`config.mk`:
```
export PLATFORM = sky130hd
export DESIGN_NAME = wave_skip_link_quality_top
export DESIGN_NICKNAME = d
export VERILOG_FILES = /design/src/design/wsl_pkg.sv /design/src/design/wsl_divider.sv /design/src/design/wsl_window.sv /design/src/design/wave_skip_link_quality_top.sv
export SDC_FILE = /design/constraint.sdc
export NUM_CORES = 2
export LEC_CHECK = 0
export ABC_AREA = 1
export BUFFER_PORTS_ARGS = -buffer_cell sky130_fd_sc_hd__buf_4
export CORE_AREA = 8 8 504 506
export DETAILED_ROUTE_END_ITERATION = 6
export DIE_AREA = 0 0 512 514
export REMOVE_ABC_BUFFERS = 1
export SYNTH_ARGS = -nofsm -noshare
export SYNTH_HDL_FRONTEND = slang
export SYNTH_SLANG_ARGS = --single-unit
```
`constraint.sdc`:
```
create_clock -name clk -period 8.73 [get_ports clk]
set_input_delay 0.873 -clock clk [delete_from_list [all_inputs] [get_ports clk]]
set_output_delay 0.873 -clock clk [all_outputs]
set_load 0.1 [all_outputs]
```
`src/design/wsl_pkg.sv`:
```
`timescale 1ns / 1ps
// ----------------------------------------------------------------------------
// wsl_pkg
// Shared types and constants for the wave-skip link quality monitor.
// ----------------------------------------------------------------------------
package wsl_pkg;

	localparam int WINDOW_LENGTH_DEF = 100;
	localparam int SAMPLE_BITS_DEF   = 11;

	localparam int SAMPLE_W  = 11;   // width of a wave sample port
	localparam int LIMIT_W   = 11;   // width of a step limit register
	localparam int MODE_W    = 3;
	localparam int QUAL_W    = 7;
	localparam int CAP_W     = 11;
	localparam int COUNT_W   = 12;
	localparam int CFG_IDX_W = 3;
	localparam int CFG_DAT_W = 11;

	localparam int COUNT_MAX    = 4095;
	localparam int FULL_QUALITY = 100;

	// configuration register indexes
	typedef enum logic [CFG_IDX_W-1:0] {
		REG_MONITOR_MODE = 3'd0,
		REG_LIMIT_GOOD   = 3'd1,
		REG_LIMIT_FAIR   = 3'd2,
		REG_LIMIT_POOR   = 3'd3,
		REG_UPPER_THRESH = 3'd4,
		REG_LOWER_THRESH = 3'd5,
		REG_ESTIMATE_CAP = 3'd6,
		REG_UNUSED       = 3'd7
	} cfg_reg_t;

	// monitor modes
	localparam logic [MODE_W-1:0] MODE_EIGHT_CH   = 3'd1;
	localparam logic [MODE_W-1:0] MODE_SIXTEEN_HI = 3'd3;
	localparam logic [MODE_W-1:0] MODE_DUAL_WAVE  = 3'd4;

	typedef enum logic [1:0] {
		ST_IDLE,
		ST_DIV,
		ST_UPDATE,
		ST_OUT
	} state_t;

	// request from the sequencer to the window store
	typedef struct packed {
		logic               rd_en;
		logic               wr_en;
		logic [COUNT_W-1:0] count;
	} win_req_t;

endpackage

```
`src/design/wsl_divider.sv`:
```
`timescale 1ns / 1ps
// ----------------------------------------------------------------------------
// wsl_divider
// Restoring serial divider, one quotient bit per cycle.
// ----------------------------------------------------------------------------
module wsl_divider #(
	parameter int DVD_W = 11
) (
	input  logic                        clk,
	input  logic                        arst_n,
	input  logic                        start,
	input  logic [DVD_W-1:0]            dividend,
	input  logic [wsl_pkg::LIMIT_W-1:0] divisor,
	output logic                        done,
	output logic [DVD_W-1:0]            quotient
);
	import wsl_pkg::*;

	localparam int REM_W = LIMIT_W + 1;
	localparam int CNT_W = $clog2(DVD_W);

	logic [REM_W-1:0]   rem_q;
	logic [DVD_W-1:0]   quo_q;
	logic [LIMIT_W-1:0] dvs_q;
	logic [CNT_W-1:0]   cnt_q;
	logic               busy_q;
	logic               done_q;
	logic [REM_W-1:0]   rem_sh;
	logic               fits;

	assign rem_sh = {rem_q[REM_W-2:0], quo_q[DVD_W-1]};
	assign fits   = rem_sh >= {1'b0, dvs_q};

	always_ff @(posedge clk or negedge arst_n) begin
		if (!arst_n) begin
			busy_q <= 1'b0;
			done_q <= 1'b0;
			cnt_q  <= '0;
		end else begin
			done_q <= 1'b0;
			if (start) begin
				busy_q <= 1'b1;
				cnt_q  <= '0;
			end else if (busy_q) begin
				cnt_q <= cnt_q + 1'b1;
				if (cnt_q == CNT_W'(DVD_W - 1)) begin
					busy_q <= 1'b0;
					done_q <= 1'b1;
				end
			end
		end
	end

	// datapath: shift dividend bits in, quotient bits out
	always_ff @(posedge clk) begin
		if (start) begin
			rem_q <= '0;
			quo_q <= dividend;
			dvs_q <= divisor;
		end else if (busy_q) begin
			rem_q <= fits ? (rem_sh - {1'b0, dvs_q}) : rem_sh;
			quo_q <= {quo_q[DVD_W-2:0], fits};
		end
	end

	assign done     = done_q;
	assign quotient = quo_q;

endmodule

```
`src/design/wsl_window.sv`:
```
`timescale 1ns / 1ps
// ----------------------------------------------------------------------------
// wsl_window
// Skip-count window memory with running sum and write position.
// ----------------------------------------------------------------------------
module wsl_window #(
	parameter int WINDOW_LENGTH = 100
) (
	input  logic                 clk,
	input  logic                 arst_n,
	input  wsl_pkg::win_req_t    req,
	output logic [$clog2(WINDOW_LENGTH*wsl_pkg::COUNT_MAX+1)-1:0] sum
);
	import wsl_pkg::*;

	localparam int POS_W = $clog2(WINDOW_LENGTH);
	localparam int SUM_W = $clog2(WINDOW_LENGTH * COUNT_MAX + 1);

	logic [COUNT_W-1:0] mem [WINDOW_LENGTH];
	logic [COUNT_W-1:0] rd_data_q;
	logic [POS_W-1:0]   pos_q;
	logic               full_q;
	logic [SUM_W-1:0]   sum_q;
	logic [COUNT_W-1:0] old_count;

	// entries ahead of the first wrap were never written and count as zero
	assign old_count = full_q ? rd_data_q : '0;

	always_ff @(posedge clk) begin
		if (req.rd_en) begin
			rd_data_q <= mem[pos_q];
		end
		if (req.wr_en) begin
			mem[pos_q] <= req.count;
		end
	end

	always_ff @(posedge clk or negedge arst_n) begin
		if (!arst_n) begin
			pos_q  <= '0;
			full_q <= 1'b0;
			sum_q  <= '0;
		end else if (req.wr_en) begin
			sum_q <= sum_q - SUM_W'(old_count) + SUM_W'(req.count);
			if (pos_q == POS_W'(WINDOW_LENGTH - 1)) begin
				pos_q  <= '0;
				full_q <= 1'b1;
			end else begin
				pos_q <= pos_q + 1'b1;
			end
		end
	end

	assign sum = sum_q;

endmodule

```
`src/design/wave_skip_link_quality_top.sv`:
```
`timescale 1ns / 1ps
// ----------------------------------------------------------------------------
// wave_skip_link_quality_top
// Link quality estimate from test-wave skips over a sliding frame window.
// ----------------------------------------------------------------------------
// Usage:
//   Input channel (in_valid / in_stall) carries one transaction per received
//   frame: both wave samples and the failsafe flag. Output channel
//   (out_valid / out_stall) returns one transaction per frame: quality in
//   percent, the skip count recorded for the frame and the bad-frame flag.
//   Configuration is a plain write port (cfg_we, cfg_index, cfg_data); write
//   it only while no frame is in flight.
//   From input acceptance the serial divider works one quotient bit per
//   cycle while the window memory read overlaps it; the divide's done step,
//   the window write-back and the output load follow in that order. One
//   frame is in flight at a time and the input opens in the cycle after the
//   output load, so no new frame is taken before the last one has been
//   loaded into the output register.
//   in_stall is high while a frame is in flight. A finished result sits in
//   the output register; while the receiver stalls it, the next frame is
//   still taken and computed, and waits in the final step until the output
//   register frees up.
//   Reset clears the window (through its fill flag), the running sum, the
//   previous samples and the last quality, and loads the register defaults.
// ----------------------------------------------------------------------------
module wave_skip_link_quality_top #(
	parameter int WINDOW_LENGTH = wsl_pkg::WINDOW_LENGTH_DEF,
	parameter int SAMPLE_BITS   = wsl_pkg::SAMPLE_BITS_DEF
) (
	input  logic                          clk,
	input  logic                          arst_n,
	// configuration
	input  logic                          cfg_we,
	input  logic [wsl_pkg::CFG_IDX_W-1:0] cfg_index,
	input  logic [wsl_pkg::CFG_DAT_W-1:0] cfg_data,
	// input channel
	input  logic                          in_valid,
	output logic                          in_stall,
	input  logic [wsl_pkg::SAMPLE_W-1:0]  first_wave_sample,
	input  logic [wsl_pkg::SAMPLE_W-1:0]  second_wave_sample,
	input  logic                          failsafe_flag,
	// output channel
	output logic                          out_valid,
	input  logic                          out_stall,
	output logic [wsl_pkg::QUAL_W-1:0]    quality_percent,
	output logic [wsl_pkg::COUNT_W-1:0]   skipped_count,
	output logic                          bad_frame
);
	import wsl_pkg::*;

	// samples are masked to SAMPLE_BITS; above the port width that is a no-op
	localparam int SMP_W = (SAMPLE_BITS < SAMPLE_W) ? SAMPLE_BITS : SAMPLE_W;
	localparam int CMP_W = (SMP_W > LIMIT_W) ? SMP_W : LIMIT_W;
	localparam int QC_W  = (SMP_W > CAP_W) ? SMP_W : CAP_W;
	localparam int SCL_W = (SMP_W + 1 > COUNT_W) ? SMP_W + 1 : COUNT_W;
	localparam int SUM_W = $clog2(WINDOW_LENGTH * COUNT_MAX + 1);

	// configuration registers
	logic [MODE_W-1:0]  mode_q;
	logic [LIMIT_W-1:0] limit_good_q;
	logic [LIMIT_W-1:0] limit_fair_q;
	logic [LIMIT_W-1:0] limit_poor_q;
	logic [QUAL_W-1:0]  upper_thresh_q;
	logic [QUAL_W-1:0]  lower_thresh_q;
	logic [CAP_W-1:0]   estimate_cap_q;

	// frame state
	state_t             state_q, state_d;
	logic [SMP_W-1:0]   prev_first_q;
	logic [SMP_W-1:0]   prev_second_q;
	logic [QUAL_W-1:0]  last_quality_q;
	logic               failsafe_q;
	logic               bad_q;
	logic [COUNT_W-1:0] count_q;

	// output register
	logic               out_valid_q;
	logic [QUAL_W-1:0]  quality_q;
	logic [COUNT_W-1:0] skipped_q;
	logic               bad_out_q;

	// combinational
	logic               accept_in;
	logic               out_load;
	logic               div_start;
	logic               div_done;
	logic [SMP_W-1:0]   quotient;
	win_req_t           win_req;
	logic [SUM_W-1:0]   win_sum;
	logic [SMP_W-1:0]   cur_smp, prv_smp, step_c;
	logic [LIMIT_W-1:0] limit_sel, limit_c;
	logic               bad_c;
	logic               dbl_c;
	logic [SCL_W-1:0]   scaled_c;
	logic [COUNT_W-1:0] count_c;
	logic [QUAL_W-1:0]  quality_c;

	// ---- configuration writes ----
	always_ff @(posedge clk or negedge arst_n) begin
		if (!arst_n) begin
			mode_q         <= MODE_EIGHT_CH;
			limit_good_q   <= LIMIT_W'(11);
			limit_fair_q   <= LIMIT_W'(9);
			limit_poor_q   <= LIMIT_W'(9);
			upper_thresh_q <= QUAL_W'(75);
			lower_thresh_q <= QUAL_W'(50);
			estimate_cap_q <= CAP_W'(2);
		end else if (cfg_we) begin
			unique case (cfg_reg_t'(cfg_index))
				REG_MONITOR_MODE: mode_q         <= cfg_data[MODE_W-1:0];
				REG_LIMIT_GOOD:   limit_good_q   <= cfg_data[LIMIT_W-1:0];
				REG_LIMIT_FAIR:   limit_fair_q   <= cfg_data[LIMIT_W-1:0];
				REG_LIMIT_POOR:   limit_poor_q   <= cfg_data[LIMIT_W-1:0];
				REG_UPPER_THRESH: upper_thresh_q <= cfg_data[QUAL_W-1:0];
				REG_LOWER_THRESH: lower_thresh_q <= cfg_data[QUAL_W-1:0];
				REG_ESTIMATE_CAP: estimate_cap_q <= cfg_data[CAP_W-1:0];
				REG_UNUSED:       ;
				default:          ;
			endcase
		end
	end

	// ---- step and limit, evaluated on the accepting edge ----
	always_comb begin
		// modes from sixteen-high-wave upward watch the second wave
		if (mode_q >= MODE_SIXTEEN_HI) begin
			cur_smp = second_wave_sample[SMP_W-1:0];
			prv_smp = prev_second_q;
		end else begin
			cur_smp = first_wave_sample[SMP_W-1:0];
			prv_smp = prev_first_q;
		end
		step_c = (cur_smp >= prv_smp) ? (cur_smp - prv_smp) : (prv_smp - cur_smp);

		// poor only when below both thresholds
		priority if (last_quality_q >= upper_thresh_q)
			limit_sel = limit_good_q;
		else if (last_quality_q >= lower_thresh_q)
			limit_sel = limit_fair_q;
		else
			limit_sel = limit_poor_q;

		// a zero limit acts as one
		limit_c = (limit_sel == '0) ? LIMIT_W'(1) : limit_sel;
		bad_c   = CMP_W'(step_c) > CMP_W'(limit_c);
	end

	// ---- skip count from the quotient ----
	always_comb begin
		// single-wave sixteen-channel modes double small counts
		dbl_c = (mode_q != MODE_EIGHT_CH) && (mode_q != MODE_DUAL_WAVE) &&
			(QC_W'(quotient) < QC_W'(estimate_cap_q));
		scaled_c = dbl_c ? (SCL_W'(quotient) << 1) : SCL_W'(quotient);
		priority if (failsafe_q)
			count_c = COUNT_W'(1);
		else if (!bad_q)
			count_c = '0;
		else if (scaled_c > SCL_W'(COUNT_MAX))
			count_c = COUNT_W'(COUNT_MAX);
		else
			count_c = scaled_c[COUNT_W-1:0];
	end

	// quality from the updated window sum, floored at zero
	assign quality_c = (win_sum > SUM_W'(FULL_QUALITY)) ? '0 :
		QUAL_W'(FULL_QUALITY) - win_sum[QUAL_W-1:0];

	// ---- sequencer ----
	always_comb begin
		state_d = state_q;
		unique case (state_q)
			ST_IDLE:   if (accept_in) state_d = ST_DIV;
			ST_DIV:    if (div_done) state_d = ST_UPDATE;
			ST_UPDATE: state_d = ST_OUT;
			ST_OUT:    if (out_load) state_d = ST_IDLE;
			default:   state_d = ST_IDLE;
		endcase
	end

	always_comb begin
		accept_in     = in_valid && (state_q == ST_IDLE);
		in_stall      = (state_q != ST_IDLE);
		div_start     = accept_in;
		win_req.rd_en = accept_in;
		win_req.wr_en = (state_q == ST_UPDATE);
		win_req.count = count_c;
		out_load      = (state_q == ST_OUT) && (!out_valid_q || !out_stall);
	end

	always_ff @(posedge clk or negedge arst_n) begin
		if (!arst_n) begin
			state_q        <= ST_IDLE;
			prev_first_q   <= '0;
			prev_second_q  <= '0;
			last_quality_q <= '0;
		end else begin
			state_q <= state_d;
			if (accept_in) begin
				prev_first_q  <= first_wave_sample[SMP_W-1:0];
				prev_second_q <= second_wave_sample[SMP_W-1:0];
			end
			if (out_load) begin
				last_quality_q <= quality_c;
			end
		end
	end

	// hold the frame's operands for the divide and the count
	always_ff @(posedge clk) begin
		if (accept_in) begin
			failsafe_q <= failsafe_flag;
			bad_q      <= bad_c;
		end
		if (state_q == ST_UPDATE) begin
			count_q <= count_c;
		end
	end

	// ---- output register ----
	always_ff @(posedge clk or negedge arst_n) begin
		if (!arst_n) begin
			out_valid_q <= 1'b0;
		end else if (out_load) begin
			out_valid_q <= 1'b1;
		end else if (!out_stall) begin
			out_valid_q <= 1'b0;
		end
	end

	always_ff @(posedge clk) begin
		if (out_load) begin
			quality_q <= quality_c;
			skipped_q <= count_q;
			bad_out_q <= bad_q;
		end
	end

	assign out_valid       = out_valid_q;
	assign quality_percent = quality_q;
	assign skipped_count   = skipped_q;
	assign bad_frame       = bad_out_q;

	// ---- submodules ----
	wsl_divider #(
		.DVD_W    (SMP_W)
	) u_divider (
		.clk      (clk),
		.arst_n   (arst_n),
		.start    (div_start),
		.dividend (step_c),
		.divisor  (limit_c),
		.done     (div_done),
		.quotient (quotient)
	);

	wsl_window #(
		.WINDOW_LENGTH (WINDOW_LENGTH)
	) u_window (
		.clk    (clk),
		.arst_n (arst_n),
		.req    (win_req),
		.sum    (win_sum)
	);

	// ---- assertions ----
	// a result only appears from the final step of a frame
	a_out_from_seq: assert property (@(posedge clk) disable iff (!arst_n)
		$rose(out_valid) |-> $past(state_q == ST_OUT))
		else $error("out_valid rose outside the output step");

	// one frame in flight: an accepted transaction blocks the next cycle
	a_single_frame: assert property (@(posedge clk) disable iff (!arst_n)
		(in_valid && !in_stall) |=> in_stall)
		else $error("input taken while a frame is in flight");

	// quality stays within percent range
	a_quality_range: assert property (@(posedge clk) disable iff (!arst_n)
		out_valid |-> (quality_percent <= QUAL_W'(FULL_QUALITY)))
		else $error("quality above full scale");

	// the window is written only after the divide has finished
	a_write_after_div: assert property (@(posedge clk) disable iff (!arst_n)
		win_req.wr_en |-> $past(div_done))
		else $error("window written without a finished divide");

endmodule
```
==> flow_metrics.env <==
export IMPL_outcome="finished clean"
export IMPL_synth_top_flop_cell="edfxtp_1"
export IMPL_start_util_pct=23.8
export IMPL_routed_via_density=4.60
export IMPL_syn_to_final_growth_pct=16.2
export IMPL_hold_class="input port to flip-flop"
export IMPL_end_kind="flip-flop"
export IMPL_cts_tree="yes"
export IMPL_p_leak_nw=24.8
export IMPL_crit_path_max_fanout=102
export IMPL_cts_root_buf="clkbuf_16"
export IMPL_grt_pass1_vias=38100
export IMPL_place_area_um2=63500
export IMPL_ctsHoldBuffers=1
export IMPL_cap_viol_max_count=0
export IMPL_fmax_mhz=180
export IMPL_fin_crit_sh_pct=63.5
export IMPL_relSlewSlack_pct=13.7
export IMPL_slowest_stage="buf_4"
export IMPL_dpl_worst_slack_ps=3220
export IMPL_hold_viol=0
export IMPL_numCtsBuffers=144
export IMPL_power_density_nw_per_um2=346
export IMPL_grt_overflow=0
export IMPL_cts_sinks=1405
export IMPL_required_ps=9370
export IMPL_place_congestion=0.862
export IMPL_ys_types=54
export IMPL_ctsLongestPathBuffers=3
export IMPL_cp_start_kind="flip-flop"
export IMPL_synth_area_um2=58600
export IMPL_die_h_um=514
export IMPL_grt_usage_pct=12.1
export IMPL_insertion_delay_ps=790
export IMPL_max_stage_delay_ps=830
export IMPL_yosys_warnings=0
export IMPL_ys_seq_area_share_pct=70.8
export IMPL_worst_setup_path_type="flip-flop to flip-flop"
export IMPL_syn_instance_count=5032
export IMPL_drt_iter0_drc=4049
export IMPL_antenna_left=0
export IMPL_synth_avg_cell_area_um2=11.6
export IMPL_rsz0062_at_grt="no"
export IMPL_synth_area_leaders="edfxtp_1, nand2_1, dfrtp_1"
export IMPL_crit_path_frequent_cell="nand2_1"
export IMPL_synthArstFlopShare_pct=8.97
export IMPL_period_minus_slack_ps=5550
export IMPL_drv_slew=0
export IMPL_synth_seq_cells=1405
export IMPL_rows=183
export IMPL_final_nets=5346
export IMPL_grt_pass1_wl_um=247000
export IMPL_stdcell_area_um2=68100
export IMPL_arrival_ps=6190
export IMPL_post_cts_setup_buffers=0
export IMPL_vdd_drop_max_v=0.000256
export IMPL_grt_max_degree=126
export IMPL_clkSlewWorstSetupHoldPaths_ps=60
export IMPL_drcViolationCount=0
export IMPL_worst_pin_slew_ps=1290
export IMPL_n_fill_cell=25100
export IMPL_drive_gt1_share_pct=9.33
export IMPL_hpwlAfterDp_um=97700
export IMPL_core_area_um2=247000
export IMPL_final_setup_viol_count=0
export IMPL_die_x_um=512
export IMPL_yosys_area_top_type="edfxtp_1"
export IMPL_drt_first_pass_iters=6
export IMPL_synth_top_cell_area_share_pct=65.0
export IMPL_tns_ps=0
export IMPL_io_buffers=63
export IMPL_wl_per_cell_um=19.5
export IMPL_synth_edff_count=1268
export IMPL_ios=64
export IMPL_skew_ps=57.3
export IMPL_setup_ws_ps=3180
export IMPL_via_count=39300
export IMPL_cp_cell_sequence="ha_1, a21oi_1, o21ai_0, a21oi_1, nand3_1, clkinv_1, nor2_1, nor3_2, buf_4, inv_1, fa_1, inv_1, ha_1, nand2_1, o21ai_0, nor2_1, o21ai_0, nand3_1, nand2_1, nand2_1, nand3_1, nand2_1"
export IMPL_htreeDepth=4
export IMPL_routed_wl_um=166000
export IMPL_dieArea_um2=263000
export IMPL_cts_resized=0
export IMPL_antenna_found_initial=7
export IMPL_regToRegSetupSlack_ps=3180
export IMPL_hold_ws_ps=294
per-layer routing:
metal | vias up | routed length (um) | global-route usage (%)
li1 | 17700 | - | -
met1 | 19600 | 71700 | 16.4
met2 | 1630 | 75200 | 19.2
met3 | 328 | 13900 | 2.46
met4 | 2 | 5720 | 4.30
met5 | - | 17 | 0
logic make-up after synthesis:
family                     synth area share (%)
and+or+nand+nor                            16.1
AOI/OAI and AO/OA                          6.10
muxes                                    0.0171
DFF                                        70.8
buffers and inverters                      3.83
xor gates and xnor gates                  0.478
adders and majority gates                  2.69
cells in the final DEF, fill, tap and decap left out, types with 12 or more instances in the layout:
master	count
clkbuf_16	145
o21ai_0	277
edfxtp_1	1268
nand2_1	1660
fa_1	15
nand3_1	106
o21a_1	13
inv_1	295
dfrtp_1	107
ha_1	101
xor2_1	26
o21ai_1	34
clkinv_2	20
or2_1	19
a22oi_1	71
dfstp_2	16
or2_2	12
nor2_1	269
clkbuf_1	31
buf_4	213
a21oi_1	207
nor3_2	15
clkinv_1	30
nand4_1	182
cells in the mapped netlist (all sizes together), types with 5 or more instances:
cell / number
o21bai: 7
o21a: 13
nor3: 23
a21oi: 207
xnor2: 6
buf: 157
xor2: 26
nand3: 106
edfxtp: 1268
ha: 102
a22oi: 71
o211ai: 11
nor2: 286
clkbuf: 55
dfstp: 16
o22ai: 11
nand3b: 10
dfxtp: 11
or2: 32
nand4: 182
fa: 15
o21ai: 311
dfrtp: 110
nand2: 1663
inv: 305
a211oi: 5
worst paths after layout:
kind | start | end | cells after the start
setup / recovery | u_divider.quotient[6] | u_window.sum[15] | 22
hold / removal | failsafe_flag | failsafe_q | 1
setup reg to reg | u_divider.quotient[6] | u_window.sum[15] | 22
hold reg to reg | count_q[1] | skipped_count[1] | 0
max in group asynchronous | arst_n | u_divider.cnt_q[3] | 3
min in group asynchronous | arst_n | limit_poor_q[6] | 2
registers in the layout, summed over array words and instances, names as in the netlist, 2 cells and up:
signal	flops
u_window.mem	1200
u_window.sum	19
count_q	12
skipped_count	12
u_window.rd_data_q	12
estimate_cap_q	11
limit_fair_q	11
limit_good_q	11
limit_poor_q	11
prev_first_q	11
prev_second_q	11
u_divider.dvs_q	11
u_divider.quotient	11
u_divider.rem_q	11
last_quality_q	7
lower_thresh_q	7
quality_percent	7
u_window.pos_q	7
upper_thresh_q	7
u_divider.cnt_q	4
mode_q	3
state_q	2
through the flow:
step	utilization, %	cells	power (W)
CTS	27.6	8534	0.0236
global placement	25.7	8277	0.0174
floorplan	-	4820	0.0145
detailed placement	25.7	8277	0.0175
finish	27.6	8535	0.0235
global route	27.6	8534	0.0248
worst max-delay path, delay by kind of cell, from the launching register on:
kind | cells | cell delay (ps)
simple gates | 10 | 1260
flops | 1 | 440
fa+ha+maj | 3 | 1240
buf+inv | 4 | 1410
compound gates | 5 | 1030
power breakdown:
group	total, W	leakage [nW]	switching [W]	internal, W
Sequential	0.00891	13.3	0.000331	0.00858
Combinational	0.00859	9.26	0.00624	0.00235
Clock	0.00604	2.23	0.00268	0.00336
area by class of cell:
cell class / count / area, um2 / share of cell area [%]
Sequential cell: 1405 / 41500 / 60.9
Inverter: 307 / 1160 / 1.71
Antenna cell: 1 / 2.50 / 0.00368
Clock buffer: 183 / 3840 / 5.64
Timing Repair Buffer: 221 / 1750 / 2.57
Clock inverter: 73 / 771 / 1.13
Tap cell: 3237 / 4050 / 5.95
Multi-Input combinational cell: 3108 / 15000 / 22.1
(Power assumes the default switching activity.)
